## src/rtl/ctph_pkg.sv

```systemverilog
// Shared types, constants and a helper function for the piecewise digest unit.
package ctph_pkg;

    localparam int ROLL_WINDOW_DEF = 7;
    localparam int DIGEST_LEN_DEF  = 64;
    localparam int BLOCK_SIZE_W    = 31;
    localparam int HASH_W          = 32;
    localparam int BYTE_W          = 8;
    localparam int CHAR_W          = 7;

    localparam logic [HASH_W-1:0]       PIECE_INIT     = 32'h2802_1967;
    localparam logic [HASH_W-1:0]       FNV_PRIME      = 32'h0100_0193;
    localparam logic [BLOCK_SIZE_W-1:0] BLOCK_SIZE_RST = 31'd3;

    typedef enum logic [3:0] {
        S_IDLE,
        S_UPDATE,
        S_LOAD,
        S_DIV,
        S_EVAL,
        S_EMIT_ONE,
        S_EMIT_TWO,
        S_CLOSE_ONE,
        S_CLOSE_TWO
    } ctph_state_t;

    typedef enum logic [1:0] {
        EMIT_PIECE_ONE,
        EMIT_PIECE_TWO,
        EMIT_CLOSE_ONE,
        EMIT_CLOSE_TWO
    } ctph_emit_sel_t;

    typedef struct packed {
        logic           load;
        logic           update;
        logic           mod_start;
        logic           capture;
        logic           emit;
        ctph_emit_sel_t sel;
        logic           clear;
    } ctph_cmd_t;

    typedef struct packed {
        logic mod_done;
        logic trig_one;
        logic trig_two;
        logic eom;
        logic out_free;
    } ctph_status_t;

    // Maps a six-bit value to the ASCII code of its base64 character.
    function automatic logic [CHAR_W-1:0] b64_char(input logic [5:0] idx);
        logic [CHAR_W-1:0] ch;
        if (idx < 6'd26)
        begin
            ch = 7'd65 + {1'b0, idx};
        end
        else if (idx < 6'd52)
        begin
            ch = 7'd71 + {1'b0, idx};
        end
        else if (idx < 6'd62)
        begin
            ch = {1'b0, idx} - 7'd4;
        end
        else if (idx == 6'd62)
        begin
            ch = 7'd43;
        end
        else
        begin
            ch = 7'd47;
        end
        return ch;
    endfunction

endpackage

```

## src/rtl/ctph_piecewise_digest_unit.sv

```systemverilog
// Top level of the piecewise context-triggered digest unit.
// The input channel carries one message byte per word, with end_of_message set on
// the final byte; in_stall is high whenever the unit is busy with a byte.
// The output channel carries digest characters, one per word, at most four per
// byte: the digest one trigger character, the digest two trigger character, then
// on the final byte the two closing characters; last_of_item marks the final one.
// A byte that is not final and triggers nothing produces no output word.
// Each byte goes through load, hash update, the bit-serial remainder unit, which
// produces one quotient bit per cycle over the 32-bit rolling value, trigger
// capture and then emission, one word at a time; the next byte is accepted once
// the last word has been placed in the output register.
// When the receiver stalls, the pending word holds and emission pauses.
// The configuration channel writes block_size; it is ready only while no byte is
// in progress. Reset sets block_size to three and clears all message state; a
// final byte also clears the message state for the next message.
module ctph_piecewise_digest_unit #(
    parameter int ROLL_WINDOW = ctph_pkg::ROLL_WINDOW_DEF,
    parameter int DIGEST_LEN  = ctph_pkg::DIGEST_LEN_DEF
) (
    input  logic                               clk,
    input  logic                               rst_n,
    input  logic                               cfg_valid,
    output logic                               cfg_ready,
    input  logic [ctph_pkg::BLOCK_SIZE_W-1:0]  block_size,
    input  logic                               in_valid,
    output logic                               in_stall,
    input  logic [ctph_pkg::BYTE_W-1:0]        data_byte,
    input  logic                               end_of_message,
    output logic                               out_valid,
    input  logic                               out_stall,
    output logic [ctph_pkg::CHAR_W-1:0]        digest_char,
    output logic                               which_digest,
    output logic                               is_closing,
    output logic                               last_of_item
);
    import ctph_pkg::*;

    ctph_cmd_t    cmd;
    ctph_status_t sts;
    logic         idle;

    ctph_ctrl u_ctrl (
        .clk      (clk),
        .rst_n    (rst_n),
        .in_valid (in_valid),
        .sts      (sts),
        .cmd      (cmd),
        .idle     (idle)
    );

    ctph_datapath #(
        .ROLL_WINDOW (ROLL_WINDOW),
        .DIGEST_LEN  (DIGEST_LEN)
    ) u_datapath (
        .clk            (clk),
        .rst_n          (rst_n),
        .cmd            (cmd),
        .sts            (sts),
        .cfg_write      (cfg_valid && cfg_ready),
        .cfg_block_size (block_size),
        .data_byte      (data_byte),
        .end_of_message (end_of_message),
        .out_valid      (out_valid),
        .out_stall      (out_stall),
        .digest_char    (digest_char),
        .which_digest   (which_digest),
        .is_closing     (is_closing),
        .last_of_item   (last_of_item)
    );

    assign in_stall  = !idle;
    assign cfg_ready = idle;

    // An accepted byte keeps the input side closed in the following cycle.
    a_busy_after_accept: assert property (@(posedge clk) disable iff (!rst_n)
        (in_valid && !in_stall) |=> in_stall)
        else $error("input accepted in two consecutive cycles");

    // When the final word of a byte is taken while no byte is in progress, the output goes quiet.
    a_quiet_after_last: assert property (@(posedge clk) disable iff (!rst_n)
        (out_valid && !out_stall && last_of_item && !in_stall) |=> !out_valid)
        else $error("output word after the final word of a byte");

    // The closing character of digest one is always followed by that of digest two.
    a_close_one_not_last: assert property (@(posedge clk) disable iff (!rst_n)
        (out_valid && is_closing && !which_digest) |-> !last_of_item)
        else $error("closing character of digest one marked as final");

    // A register write lands only while no byte is being processed.
    a_cfg_when_idle: assert property (@(posedge clk) disable iff (!rst_n)
        (cfg_valid && cfg_ready) |-> !in_stall)
        else $error("configuration written while a byte is in progress");

endmodule

```

## src/rtl/ctph_mod_unit.sv

```systemverilog
// Iterative restoring divider giving the remainder and the lowest quotient bit.
module ctph_mod_unit (
    input  logic                                 clk,
    input  logic                                 rst_n,
    input  logic                                 start,
    input  logic [ctph_pkg::HASH_W-1:0]          dividend,
    input  logic [ctph_pkg::BLOCK_SIZE_W-1:0]    divisor,
    output logic                                 done,
    output logic [ctph_pkg::BLOCK_SIZE_W-1:0]    remainder,
    output logic                                 quot_lsb
);
    import ctph_pkg::*;

    localparam int CNT_W = $clog2(HASH_W);

    logic                    busy_reg;
    logic [CNT_W-1:0]        cnt_reg;
    logic [HASH_W-1:0]       shift_reg;
    logic [BLOCK_SIZE_W-1:0] rem_reg;
    logic                    qbit_reg;

    logic [HASH_W-1:0]       trial;
    logic                    ge;
    logic [HASH_W-1:0]       diff;
    logic [BLOCK_SIZE_W-1:0] rem_next;

    always_comb
    begin
        trial    = {rem_reg, shift_reg[HASH_W-1]};
        ge       = trial >= {1'b0, divisor};
        diff     = trial - {1'b0, divisor};
        rem_next = ge ? diff[BLOCK_SIZE_W-1:0] : trial[BLOCK_SIZE_W-1:0];
    end

    always_ff @(posedge clk or negedge rst_n)
    begin
        if (!rst_n)
        begin
            busy_reg <= 1'b0;
            cnt_reg  <= '0;
        end
        else if (start)
        begin
            busy_reg <= 1'b1;
            cnt_reg  <= '0;
        end
        else if (busy_reg)
        begin
            cnt_reg <= cnt_reg + 1'b1;
            if (cnt_reg == CNT_W'(HASH_W - 1))
            begin
                busy_reg <= 1'b0;
            end
        end
    end

    always_ff @(posedge clk)
    begin
        if (start)
        begin
            shift_reg <= dividend;
            rem_reg   <= '0;
            qbit_reg  <= 1'b0;
        end
        else if (busy_reg)
        begin
            shift_reg <= {shift_reg[HASH_W-2:0], 1'b0};
            rem_reg   <= rem_next;
            qbit_reg  <= ge;
        end
    end

    assign done      = busy_reg && (cnt_reg == CNT_W'(HASH_W - 1));
    assign remainder = rem_reg;
    assign quot_lsb  = qbit_reg;

endmodule

```

## src/rtl/ctph_datapath.sv

```systemverilog
// Rolling hash, piece hashes, trigger evaluation and output word register.
module ctph_datapath #(
    parameter int ROLL_WINDOW = ctph_pkg::ROLL_WINDOW_DEF,
    parameter int DIGEST_LEN  = ctph_pkg::DIGEST_LEN_DEF
) (
    input  logic                                clk,
    input  logic                                rst_n,
    input  ctph_pkg::ctph_cmd_t                 cmd,
    output ctph_pkg::ctph_status_t              sts,
    input  logic                                cfg_write,
    input  logic [ctph_pkg::BLOCK_SIZE_W-1:0]   cfg_block_size,
    input  logic [ctph_pkg::BYTE_W-1:0]         data_byte,
    input  logic                                end_of_message,
    output logic                                out_valid,
    input  logic                                out_stall,
    output logic [ctph_pkg::CHAR_W-1:0]         digest_char,
    output logic                                which_digest,
    output logic                                is_closing,
    output logic                                last_of_item
);
    import ctph_pkg::*;

    localparam int POS_W  = $clog2(ROLL_WINDOW);
    localparam int CNT1_W = $clog2(DIGEST_LEN);
    localparam int CNT2_W = $clog2(DIGEST_LEN / 2);

    logic [BLOCK_SIZE_W-1:0] block_size_reg;
    logic [BYTE_W-1:0]       byte_reg;
    logic                    eom_reg;
    logic [BYTE_W-1:0]       window_reg [ROLL_WINDOW];
    logic [POS_W-1:0]        pos_reg;
    logic [HASH_W-1:0]       roll_sum_reg;
    logic [HASH_W-1:0]       roll_weighted_reg;
    logic [HASH_W-1:0]       roll_shift_reg;
    logic [HASH_W-1:0]       roll_value_reg;
    logic [HASH_W-1:0]       piece_one_reg;
    logic [HASH_W-1:0]       piece_two_reg;
    logic [CNT1_W-1:0]       count_one_reg;
    logic [CNT2_W-1:0]       count_two_reg;
    logic                    trig_one_reg;
    logic                    trig_two_reg;
    logic                    out_valid_reg;
    logic [CHAR_W-1:0]       char_reg;
    logic                    which_reg;
    logic                    closing_reg;
    logic                    last_reg;

    logic [HASH_W-1:0]       byte_ext;
    logic [HASH_W-1:0]       roll_sum_next;
    logic [HASH_W-1:0]       roll_weighted_next;
    logic [HASH_W-1:0]       roll_shift_next;
    logic [POS_W-1:0]        pos_next;
    logic                    mod_done;
    logic [BLOCK_SIZE_W-1:0] mod_rem;
    logic                    mod_qlsb;
    logic                    rem_match;
    logic [HASH_W-1:0]       emit_hash;
    logic                    emit_last;

    ctph_mod_unit u_mod (
        .clk       (clk),
        .rst_n     (rst_n),
        .start     (cmd.mod_start),
        .dividend  (roll_value_reg),
        .divisor   (block_size_reg),
        .done      (mod_done),
        .remainder (mod_rem),
        .quot_lsb  (mod_qlsb)
    );

    always_comb
    begin
        byte_ext           = {{(HASH_W - BYTE_W){1'b0}}, byte_reg};
        roll_weighted_next = roll_weighted_reg - roll_sum_reg
                             + (HASH_W'(ROLL_WINDOW) * byte_ext);
        roll_sum_next      = roll_sum_reg + byte_ext
                             - {{(HASH_W - BYTE_W){1'b0}}, window_reg[pos_reg]};
        roll_shift_next    = {roll_shift_reg[HASH_W-6:0], 5'b0} ^ byte_ext;
        pos_next           = (pos_reg == POS_W'(ROLL_WINDOW - 1)) ? '0 : pos_reg + 1'b1;
        rem_match          = (block_size_reg != '0) && (mod_rem == block_size_reg - 1'b1);
    end

    always_comb
    begin
        emit_hash = piece_one_reg;
        emit_last = 1'b0;
        unique case (cmd.sel)
            EMIT_PIECE_ONE:
            begin
                emit_hash = piece_one_reg;
                emit_last = !trig_two_reg && !eom_reg;
            end
            EMIT_PIECE_TWO:
            begin
                emit_hash = piece_two_reg;
                emit_last = !eom_reg;
            end
            EMIT_CLOSE_ONE:
            begin
                emit_hash = piece_one_reg;
                emit_last = 1'b0;
            end
            EMIT_CLOSE_TWO:
            begin
                emit_hash = piece_two_reg;
                emit_last = 1'b1;
            end
            default:
            begin
                emit_hash = piece_one_reg;
                emit_last = 1'b0;
            end
        endcase
    end

    always_ff @(posedge clk or negedge rst_n)
    begin
        if (!rst_n)
        begin
            block_size_reg <= BLOCK_SIZE_RST;
        end
        else if (cfg_write)
        begin
            block_size_reg <= cfg_block_size;
        end
    end

    always_ff @(posedge clk)
    begin
        if (cmd.load)
        begin
            byte_reg <= data_byte;
            eom_reg  <= end_of_message;
        end
        if (cmd.update)
        begin
            roll_value_reg <= roll_sum_next + roll_weighted_next + roll_shift_next;
        end
    end

    always_ff @(posedge clk or negedge rst_n)
    begin
        if (!rst_n)
        begin
            for (int i = 0; i < ROLL_WINDOW; i++)
            begin
                window_reg[i] <= '0;
            end
            pos_reg           <= '0;
            roll_sum_reg      <= '0;
            roll_weighted_reg <= '0;
            roll_shift_reg    <= '0;
            piece_one_reg     <= PIECE_INIT;
            piece_two_reg     <= PIECE_INIT;
            count_one_reg     <= '0;
            count_two_reg     <= '0;
            trig_one_reg      <= 1'b0;
            trig_two_reg      <= 1'b0;
        end
        else
        begin
            if (cmd.clear)
            begin
                for (int i = 0; i < ROLL_WINDOW; i++)
                begin
                    window_reg[i] <= '0;
                end
                pos_reg           <= '0;
                roll_sum_reg      <= '0;
                roll_weighted_reg <= '0;
                roll_shift_reg    <= '0;
                piece_one_reg     <= PIECE_INIT;
                piece_two_reg     <= PIECE_INIT;
                count_one_reg     <= '0;
                count_two_reg     <= '0;
            end
            else if (cmd.update)
            begin
                window_reg[pos_reg] <= byte_reg;
                pos_reg             <= pos_next;
                roll_sum_reg        <= roll_sum_next;
                roll_weighted_reg   <= roll_weighted_next;
                roll_shift_reg      <= roll_shift_next;
                piece_one_reg       <= (piece_one_reg * FNV_PRIME) ^ byte_ext;
                piece_two_reg       <= (piece_two_reg * FNV_PRIME) ^ byte_ext;
            end
            else if (cmd.emit && (cmd.sel == EMIT_PIECE_ONE))
            begin
                piece_one_reg <= PIECE_INIT;
                count_one_reg <= count_one_reg + 1'b1;
            end
            else if (cmd.emit && (cmd.sel == EMIT_PIECE_TWO))
            begin
                piece_two_reg <= PIECE_INIT;
                count_two_reg <= count_two_reg + 1'b1;
            end

            if (cmd.capture)
            begin
                trig_one_reg <= rem_match && (count_one_reg < CNT1_W'(DIGEST_LEN - 1));
                trig_two_reg <= rem_match && mod_qlsb
                                && (count_two_reg < CNT2_W'(DIGEST_LEN / 2 - 1));
            end
        end
    end

    always_ff @(posedge clk or negedge rst_n)
    begin
        if (!rst_n)
        begin
            out_valid_reg <= 1'b0;
        end
        else if (cmd.emit)
        begin
            out_valid_reg <= 1'b1;
        end
        else if (!out_stall)
        begin
            out_valid_reg <= 1'b0;
        end
    end

    always_ff @(posedge clk)
    begin
        if (cmd.emit)
        begin
            char_reg    <= b64_char(emit_hash[5:0]);
            which_reg   <= (cmd.sel == EMIT_PIECE_TWO) || (cmd.sel == EMIT_CLOSE_TWO);
            closing_reg <= (cmd.sel == EMIT_CLOSE_ONE) || (cmd.sel == EMIT_CLOSE_TWO);
            last_reg    <= emit_last;
        end
    end

    assign sts.mod_done  = mod_done;
    assign sts.trig_one  = trig_one_reg;
    assign sts.trig_two  = trig_two_reg;
    assign sts.eom       = eom_reg;
    assign sts.out_free  = !out_valid_reg || !out_stall;

    assign out_valid    = out_valid_reg;
    assign digest_char  = char_reg;
    assign which_digest = which_reg;
    assign is_closing   = closing_reg;
    assign last_of_item = last_reg;

endmodule

```

## src/rtl/ctph_ctrl.sv

```systemverilog
// Controller state machine sequencing one byte through update, modulo and emission.
module ctph_ctrl (
    input  logic                    clk,
    input  logic                    rst_n,
    input  logic                    in_valid,
    input  ctph_pkg::ctph_status_t  sts,
    output ctph_pkg::ctph_cmd_t     cmd,
    output logic                    idle
);
    import ctph_pkg::*;

    ctph_state_t state_reg;
    ctph_state_t state_next;

    always_ff @(posedge clk or negedge rst_n)
    begin
        if (!rst_n)
        begin
            state_reg <= S_IDLE;
        end
        else
        begin
            state_reg <= state_next;
        end
    end

    always_comb
    begin
        cmd        = '0;
        cmd.sel    = EMIT_PIECE_ONE;
        state_next = state_reg;
        unique case (state_reg)
            S_IDLE:
            begin
                if (in_valid)
                begin
                    cmd.load   = 1'b1;
                    state_next = S_UPDATE;
                end
            end
            S_UPDATE:
            begin
                cmd.update = 1'b1;
                state_next = S_LOAD;
            end
            S_LOAD:
            begin
                cmd.mod_start = 1'b1;
                state_next    = S_DIV;
            end
            S_DIV:
            begin
                if (sts.mod_done)
                begin
                    state_next = S_EVAL;
                end
            end
            S_EVAL:
            begin
                cmd.capture = 1'b1;
                state_next  = S_EMIT_ONE;
            end
            S_EMIT_ONE:
            begin
                cmd.sel = EMIT_PIECE_ONE;
                if (!sts.trig_one)
                begin
                    state_next = S_EMIT_TWO;
                end
                else if (sts.out_free)
                begin
                    cmd.emit   = 1'b1;
                    state_next = S_EMIT_TWO;
                end
            end
            S_EMIT_TWO:
            begin
                cmd.sel = EMIT_PIECE_TWO;
                if (!sts.trig_two || sts.out_free)
                begin
                    cmd.emit   = sts.trig_two;
                    state_next = sts.eom ? S_CLOSE_ONE : S_IDLE;
                end
            end
            S_CLOSE_ONE:
            begin
                cmd.sel = EMIT_CLOSE_ONE;
                if (sts.out_free)
                begin
                    cmd.emit   = 1'b1;
                    state_next = S_CLOSE_TWO;
                end
            end
            S_CLOSE_TWO:
            begin
                cmd.sel = EMIT_CLOSE_TWO;
                if (sts.out_free)
                begin
                    cmd.emit   = 1'b1;
                    cmd.clear  = 1'b1;
                    state_next = S_IDLE;
                end
            end
            default:
            begin
                state_next = S_IDLE;
            end
        endcase
    end

    assign idle = (state_reg == S_IDLE);

endmodule

```

## config.mk

```make
export PLATFORM = sky130hd
export DESIGN_NAME = ctph_piecewise_digest_unit
export DESIGN_NICKNAME = d
export VERILOG_FILES = /design/src/rtl/ctph_pkg.sv /design/src/rtl/ctph_piecewise_digest_unit.sv /design/src/rtl/ctph_mod_unit.sv /design/src/rtl/ctph_datapath.sv /design/src/rtl/ctph_ctrl.sv
export SDC_FILE = /design/constraint.sdc
export NUM_CORES = 1
export LEC_CHECK = 0
export ABC_AREA = 1
export BUFFER_PORTS_ARGS = -buffer_cell sky130_fd_sc_hd__clkbuf_2
export CORE_UTILIZATION = 58
export CTS_CLUSTER_DIAMETER = 60
export DETAILED_ROUTE_END_ITERATION = 16
export MAX_ROUTING_LAYER = met4
export PLACE_DENSITY = 0.78
export SYNTH_ARGS = -nofsm -noshare
export SYNTH_HDL_FRONTEND = slang
export SYNTH_SLANG_ARGS = --single-unit
```

## constraint.sdc

```tcl
create_clock -name clk -period 5.85 [get_ports clk]
set_clock_uncertainty 0.15 [all_clocks]
set_input_delay 0.585 -clock clk [delete_from_list [all_inputs] [get_ports clk]]
set_output_delay 0.585 -clock clk [all_outputs]
set_load 0.03 [all_outputs]
```

==> run metrics, run 1 <==
core footprint 0.0409 sq mm; Die ar. 0.0425 sq mm; hold-critical path depth 1; initial drt markers about 1900; CP max FO 4; CTS buffer count 43; first-pass GRT wire length 111 mm; Most used DFF post-synth dfrtp_1; CTS clk-pin slew, worst paths 60 ps; drt drc 0; Mapped Cells roughly 3000; Seq/Total Area, Yosys 35.5%; final hold viol count 0; port bufs 57; Clock Latency Late Sink 600 ps; Routability Congestion 0.980; max_cap viols 0; area leader, netlist dfrtp_1; GRT Total Usage 34.4%; Reg2Reg Depth 23; final period utilization 101%; max reg flops 56; clock root buffer clkbuf_16; hold_ws 17.5 ps; RSZ-0062 raised after global routing true; setup violators final 5; post-synth top area share between 20% and 30%; asr flop ratio synth 65.4%; Crit Path Category reg2reg; Slew @ Worst Pin 1100 ps; syn_nets 3356; Synth area leaders dfrtp_1, nand2_1, edfxtp_1, ha_1, inv_1; floorplan row count 74; # H-tree levels 2; vias per inst 5.78; Final WS setup -84.3 ps; Min-Delay Path Class in2reg; grt ovf 0; Final nets ~3700; synth warn 0; status finished with violations; I/O pins 58; WP data arrival ~6100 ps; Period minus WS final 5930 ps; Avg Cell Area, Syn approximately 8 sq um; TritonCTS Sinks roughly 330; post-synthesis register bit count 332; Synth top cells by count nand2_1, inv_1, nor2_1; Chip Height 206 um; number of synthesized flops with an enable pin 83; P&R area growth vs syn 22.4%; TritonCTS clock tree done; r2r setup slk -80 ps; Worst slew margin 26.5%; Critical R2R Capture u_datapath.roll_value_reg[28]$_DFFE_PP_; Vias between 20000 and 25000; Longest Clk Path Bufs 3; hold path startpoint data_byte[7]; post-synth cell types between 60 and 70; Slew Viols, Final 0; Starting Density 59.1%; Worst setup SP type flop; Worst setup EP type flop; share of layout cells above drive strength 1 around 20%; vias in the first global route 22300; DR pass1 iterations 6; Die Wd 206 um; failing checks setup timing; drt total wl 73.2 mm; post-DP HPWL ~52 mm; Worst R2R Start u_datapath.byte_reg[6]$_DFFE_PP_; top-count cell post-synth nand2_1; post-route ant nets 0; antenna violations before repair 1; per-cell routed wire length about 19 um; WHS Endpoint u_datapath.byte_reg[7]$_DFFE_PP_; largest net degree at the start of global routing about 120; CP startpoint u_datapath.byte_reg[6]$_DFFE_PP_; Mapped Area around 0.024 sq mm; required time worst endpoint 6030 ps; Max Fclk between 0.15 and 0.2 GHz
==> through the flow <==
| stage | instance area, sq um | setup TNS, ps | std cells | util [%] | setup slack, ps |
|---|---|---|---|---|---|
| after CTS | 28400 | -4.33 | 3901 | 69.4 | -3.41 |
| after detailed placement | 26500 | -3440 | 3812 | 64.8 | -476 |
| after global placement | 26500 | -2820 | 3812 | 64.8 | -400 |
| final | 29600 | -276 | 3928 | 72.3 | -84.3 |
| after floorplan | 24200 | 0 | 3064 | - | 48.9 |
| after global routing | 29600 | -2390 | 3928 | 72.3 | -290 |
==> worst max-delay path: stages, from the launching register on <==
cell and delay [ps]:
edfxtp_1 450, buf_6 150, fa_1 470, fa_1 540, inv_2 50, fa_2 530, inv_2 40, ha_4 270
a21oi_4 160, buf_4 130, o21a_4 150, nand3_4 120, a21oi_4 220, xor2_2 130, fa_1 580, inv_2 60
ha_4 330, nand2_4 100, nor4_4 360, nand4_1 210, nand3_2 200, nand3_2 90, o2111ai_2 90, xor2_1 90
==> timing repair <==
action | in CTS | in global routing
setup endpoints to repair | 16 | 19
gates resized for setup | 84 | 221
hold buffers | 1 | 0
buffers inserted | 8 | 30
cloned | 0 | 1
pin swaps | 19 | 133
endpoints found under the hold margin | 41 | 0
==> layer usage <==
layer / wire length (um) / share of wire [%] / GRT usage [%] / vias to the layer above
met2: 36100 / 49 / 57.8 / 950
met5: 0 / 0 / - / -
met3: 4730 / 6.5 / 4.32 / 217
met4: 3100 / 4.2 / 15.3 / 0
li1: - / - / - / 10700
met1: 29200 / 40 / 41.5 / 10800
==> kinds of logic after synthesis <==
group,share of synthesized area [%]
AND/OR/NAND/NOR,20.0
AO/OA/AOI/OAI,15.3
buffers and inverters,8.89
flip-flops,35.5
adder cells (fa/ha/maj),14.9
XOR/XNOR,5.44
==> layout by cell type, fill, tap and decap left out, types with 18 or more instances in the layout <==
cell type	n
o21ai_2	21
edfxtp_1	83
a21oi_1	143
a21o_1	18
a21oi_2	33
nand3_1	119
nand4_1	36
nand2_1	643
nand2_2	28
o21ai_1	25
o21ai_0	169
clkbuf_16	44
o22ai_1	104
nor3_1	31
xor2_1	71
inv_2	36
ha_1	143
dfrtp_1	207
inv_1	462
fa_1	65
clkbuf_2	57
nor2_1	207
dfxtp_1	32
buf_4	228
ha_4	31
xnor2_1	57
==> layout make-up <==
class                      instances  area, sq um
antenna                            1         2.50
clock buffer                      57         1190
clock inverter                    23          208
fill                            3001        11300
inverter                         503         1900
multi-input combinational       2174        14800
sequential                       332         8580
tap                              532          666
timing repair buffer             305         2230
timing repair inverter             1         7.51
==> how the worst max path moves through the flow <==
stage          slack, ps                                 endpoint
2_1_floorplan         50  u_datapath.roll_value_reg[30]$_DFFE_PP_
3_3_place_gp        -400  u_datapath.roll_value_reg[28]$_DFFE_PP_
3_5_place_dp        -480  u_datapath.roll_value_reg[28]$_DFFE_PP_
4_1_cts               -3  u_datapath.roll_value_reg[28]$_DFFE_PP_
5_1_grt             -290  u_datapath.roll_value_reg[31]$_DFFE_PP_
6_report             -80  u_datapath.roll_value_reg[28]$_DFFE_PP_
Power of run 1 is not shown: default switching activity piles up to over one toggle a cycle in this logic, so the estimate is an artifact.
==> inputs of run 2 (changes only) <==
Settings changed: RECOVER_POWER from default to 50.
==> run 2 against run 1 <==
  * Sequential share of layout area up 0.082 points
  * Maximum frequency about the same
  * Non-clock buffer count unchanged
  * Count of clock-buffer cells in the layout unchanged
  * Global-route usage unchanged
  * Utilization down 0.20 points
  * Largest cell class unchanged
  * Via count about the same
  * Highest routed layer unchanged
  * Critical path depth unchanged
  * Die area unchanged
  * The run ends with capacitance limit, slew limit, setup timing left
  * Register-to-register slack about the same
  * Setup slack better by 3.7 ps
==> run metrics, run 2 (synthesized netlist as in run 1, its figures left out) <==
Die Wd 206 um (unchanged); Routability Congestion 0.980 (unchanged); post-route ant nets 0 (unchanged); Starting Density 59.1% (unchanged); clock root buffer clkbuf_16; failing checks capacitance limit, slew limit, setup timing; WP data arrival 6110 ps (about the same); first-pass GRT wire length 111 mm (unchanged); core footprint 0.0409 sq mm (unchanged); post-DP HPWL 52.4 mm (unchanged); Longest Clk Path Bufs 3 (unchanged); share of layout cells above drive strength 1 18.7% (-0.88 points); grt ovf 0 (unchanged); Die ar. 0.0425 sq mm (unchanged); DR pass1 iterations 6 (unchanged); port bufs 57 (unchanged); max reg flops 56 (unchanged); Worst setup EP type flop; vias per inst 5.78 (about the same); met1 Use GR 41.5% (unchanged); Min-Delay Path Class in2reg; per-cell routed wire length 18.7 um (+0.21%); Final WS setup -80.6 ps (+3.71 ps); P&R area growth vs syn 22.1%; Worst slew margin -103% (-130 points); Max Fclk 0.169 GHz (about the same); drt drc 0 (unchanged); Final nets 3652 (unchanged); Slew Viols, Final 268 (+268); Layout Cell Area excl Fill 0.0295 sq mm (-0.28%); Slew @ Worst Pin 3040 ps (+1940 ps); drt total wl 73.3 mm (+0.21%); Area after DPL 0.0265 sq mm (unchanged); CP startpoint u_datapath.byte_reg[6]$_DFFE_PP_; Worst R2R Start u_datapath.byte_reg[6]$_DFFE_PP_; Worst setup SP type flop; I/O pins 58 (unchanged); setup violators final 5 (unchanged); pre-CTS WS -476 ps (unchanged); antenna violations before repair 1 (unchanged); Chip Height 206 um (unchanged); CP max FO 4 (unchanged); final period utilization 101% (about the same); Clock Latency Late Sink 600 ps (about the same); Vias 22700 (+0.088%); met3 global-route usage 4.32% (unchanged); max_cap viols 4 (+4); status finished with violations; most frequent cells in the layout nand2_1, inv_1, buf_4, nor2_1, dfrtp_1; TritonCTS Sinks 332 (unchanged); Period minus WS final 5930 ps (-3.71 ps); required time worst endpoint 6020 ps (about the same); setup TNS -256 ps (+19.9 ps); CTS clk-pin slew, worst paths 60 ps (about the same); vias in the first global route 22300 (unchanged); commonest non-fill, non-tap cell in the layout nand2_1; largest net degree at the start of global routing 116 (unchanged); hold path startpoint data_byte[7]; Final Util 72.1% (-0.20 points); most crowded layer after global routing met2; Crit Path Category reg2reg; GRT Total Usage 34.4% (unchanged); TritonCTS clock tree done; CTS buffer count 43 (unchanged); initial drt markers 1924 (+2.0%); RSZ-0062 raised after global routing true; met2 Use GR 57.8% (unchanged); floorplan row count 74 (unchanged); # H-tree levels 2 (unchanged); final hold viol count 0 (unchanged)
-- run 2: changes by cell type in the layout (fill, tap and decap cells not counted), moves of 2 or more --
cell	before	now
nor2_1	207	211
clkbuf_1	9	30
buf_4	228	225
nor2_2	17	14
inv_2	36	34
clkbuf_2	57	40
-- run 2: worst paths after layout --
| check | to | slack, ps | depth (start not counted) |
|---|---|---|---|
| max in group asynchronous | u_datapath.roll_weighted_reg[12]$_DFFE_PN0P_ | 1290 | 3 |
| worst max-delay path | u_datapath.roll_value_reg[28]$_DFFE_PP_ | -80 | 23 |
| worst min-delay path | u_datapath.byte_reg[7]$_DFFE_PP_ | 20 | 1 |
| worst min register to register | u_datapath.count_one_reg[5]$_DFFE_PN0P_ | 330 | 1 |
| worst max register to register | u_datapath.roll_value_reg[28]$_DFFE_PP_ | -80 | 23 |
| min in group asynchronous | u_datapath.block_size_reg[2]$_DFFE_PN0P_ | 1340 | 2 |
-- run 2: worst max-delay path, cell delays in order, from the launching register on --
cell       delay, ps
edfxtp_1         450
buf_6            150
fa_1             470
fa_1             540
inv_2             50
fa_2             530
inv_2             50
ha_4             260
a21oi_4          160
buf_4            130
o21a_4           150
nand3_4          120
a21oi_4          220
xor2_2           130
fa_1             580
inv_2             50
ha_4             330
nand2_4          100
nor4_4           360
nand4_1          210
nand3_2          200
nand3_2           90
o2111ai_2         90
xor2_1            90
-- run 2: metal layers --
layer / share of wire [%] / up-vias
li1: - / 10700
met1: 40 / 10900
met2: 49 / 901
met3: 6.4 / 216
met4: 4.2 / 0
met5: 0 / -
-- run 2: layout make-up --
cell class | count | area (sq um)
diodes | 1 | 2.50
clock buffers | 57 | 1190
multi-input cells | 2174 | 14800
repair buffers | 305 | 2180
flip-flops and latches | 332 | 8580
well taps | 532 | 666
inverters | 503 | 1900
fillers | 3027 | 11400
clock inverters | 23 | 208
repair inverters | 1 | 7.51
-- run 2: through the flow --
stage,hold slack (ps),instances
after floorplan,139,3064
final,21.8,3928
after CTS,3.58,3901
after detailed placement,311,3812
after global placement,302,3812
after global routing,24.8,3928
-- run 2: what timing repair did --
action / in CTS / in global routing
gates resized for setup: 84 / 221
buffers inserted: 8 / 30
endpoints found under the hold margin: 41 / 0
hold buffers: 1 / 0
pin swaps: 19 / 133
setup endpoints to repair: 16 / 19
cloned: 0 / 1
Power of run 2 is left out for the same reason.
==> inputs of run 3 (changes only) <==
Settings changed: CORE_UTILIZATION 58 to 64, PLACE_DENSITY 0.78 to 0.81.
Clock period 5.85 ns to 6.8 ns, I/O delays scaled along.
==> run 3 against run 2 <==
  * Setup slack better by 300 ps
  * Maximum frequency is 9.8% lower
  * Highest routed layer unchanged
  * Flip-flop and latch count stayed put
  * Global-route usage is 2.2 points higher
  * Routed wire length is 9.0% lower
  * The flow finishes with violations (capacitance limit, slew limit)
  * Via count is 4.6% lower
  * Non-clock buffer count is 224 lower
==> run metrics, run 3 (synthesized netlist as in run 1, its figures left out) <==
Area after DPL 0.0250 sq mm (-5.6%); Period minus WS final 6580 ps (+648 ps); CTS buffer count 40 (-7.0%); per-cell routed wire length 18.2 um (-2.5%); share of layout cells above drive strength 1 6.61% (-12 points); initial drt markers 1887 (-1.9%); clock root buffer clkbuf_16; P&R area growth vs syn 9.38%; Worst slew margin -87.2% (+16 points); setup TNS 0 ps (+256 ps); register area 0.00858 sq mm (unchanged); post-route ant nets 0 (unchanged); Crit Path Category reg2reg; commonest non-fill, non-tap cell in the layout nand2_1; Min-Delay Path Class in2reg; Worst setup SP type flop; Final Util 71.7% (-0.41 points); WP data arrival 6740 ps (+630 ps); Starting Density 65.5% (+6.5 points); Max Fclk 0.152 GHz (-9.8%); crit path cell chain fa_1, fa_1, inv_1, fa_1, inv_1, ha_1, nand2_1, nor2_1, nand3_1, nand3_1, a21oi_1, o21bai_1, xnor2_1, fa_1, inv_1, ha_1, nand2_1, nor4_1, nand4_1, nand3_1, nand3_1, o2111ai_1, xor2_1; CTS clk-pin slew, worst paths 60 ps (about the same); drt drc 0 (unchanged); TritonCTS clock tree done; Slew Viols, Final 380 (+42%); Layout Cell Area excl Fill 0.0264 sq mm (-10%); CP max FO 5 (+1); core footprint 0.0369 sq mm (-9.9%); pre-CTS WS 334 ps (+810 ps); floorplan row count 70 (-5.4%); setup violators final 0 (-5); Die ar. 0.0385 sq mm (-9.3%); antenna violations before repair 0 (-1); Routability Congestion 1.01 (+3.6%); most frequent cells in the layout nand2_1, inv_1, nor2_1, dfrtp_1, o21ai_0; Final WS setup 222 ps (+302 ps); failing checks capacitance limit, slew limit; # H-tree levels 2 (unchanged); area of the multi-input gates 0.0135 sq mm (-8.9%); Vias 21700 (-4.6%); CP max stage delay 530 ps (-50 ps); Die Wd 196 um (-4.8%); fill count 2886 (-4.7%); drt total wl 66.7 mm (-9.0%); DR pass1 iterations 8 (+2); grt ovf 0 (unchanged); port bufs 57 (unchanged); Chip Height 196 um (-4.8%); final hold viol count 0 (unchanged); Slew @ Worst Pin 2810 ps (-234 ps); Clock Latency Late Sink 580 ps (-20 ps); final period utilization 96.7% (-4.6 points); Worst setup EP type flop; I/O pins 58 (unchanged); required time worst endpoint 6960 ps (+940 ps); TritonCTS Sinks 332 (unchanged); vias per inst 5.91 (+2.1%); GRT Total Usage 36.6% (+2.2 points); status finished with violations; Final nets 3424 (-6.2%); max_cap viols 5 (+1); first-pass GRT wire length 108 mm (-2.7%); antenna fix cells 0 (-1); vias in the first global route 21700 (-3.0%); post-DP HPWL 50.5 mm (-3.7%); max reg flops 56 (unchanged); Critical Path Slowest Stage Cell fa_1; largest net degree at the start of global routing 169 (+46%); Longest Clk Path Bufs 3 (unchanged); RSZ-0062 raised after global routing false
## run 3: per-stage QoR
| step | hold WS [ps] | instances |
|---|---|---|
| finish | 124 | 3668 |
| global route | 121 | 3668 |
| global placement | 309 | 3592 |
| CTS | 106 | 3667 |
| floorplan | 234 | 3064 |
| detailed placement | 311 | 3592 |
## run 3: critical path, delay by kind of cell (launching register included)
kind                       cells  cell delay [ps]
adders and majority gates      6             2820
and+or+nand+nor                9             1900
DFF                            1              520
AOI/OAI and AO/OA              3              490
xor gates and xnor gates       2              260
buffers and inverters          3              130
## run 3: timing repair
action                                  4_1_cts  5_1_grt
hold buffers                                  1        0
setup buffers                                 0        1
hold endpoints to repair                     47        0
endpoints found under the setup margin        0        7
resized for setup                             0       10
## run 3: metal layers
layer	track usage (%)	routed length, um	up-vias	share of wire [%]
li1	-	-	10300	-
met1	44.8	27500	10300	41
met2	60.2	31700	898	47
met3	5.04	4410	233	6.6
met4	17.1	3140	0	4.7
met5	-	0	-	0
## run 3: path summary, 6_finish.rpt
path / from / endpoint / slack [ps] / depth (start not counted)
max: u_datapath.byte_reg[5]$_DFFE_PP_ / u_datapath.roll_value_reg[28]$_DFFE_PP_ / 220 / 23
min: data_byte[5] / u_datapath.byte_reg[5]$_DFFE_PP_ / 120 / 1
max reg2reg: u_datapath.byte_reg[5]$_DFFE_PP_ / u_datapath.roll_value_reg[28]$_DFFE_PP_ / 220 / 23
min reg2reg: u_datapath.u_mod.quot_lsb$_SDFFE_PP0P_ / u_datapath.u_mod.quot_lsb$_SDFFE_PP0P_ / 340 / 2
max in group asynchronous: rst_n / u_datapath.roll_weighted_reg[21]$_DFFE_PN0P_ / 1390 / 3
min in group asynchronous: rst_n / u_datapath.block_size_reg[2]$_DFFE_PN0P_ / 1420 / 2
## run 3: cell type report
class,count,area share (%)
inverters,503,7.14
multi-input cells,2174,50.9
repair buffers,81,1.67
flip-flops and latches,332,32.4
well taps,504,2.39
clock inverters,25,1.22
clock buffers,49,4.22
Power of run 3 is left out for the same reason.
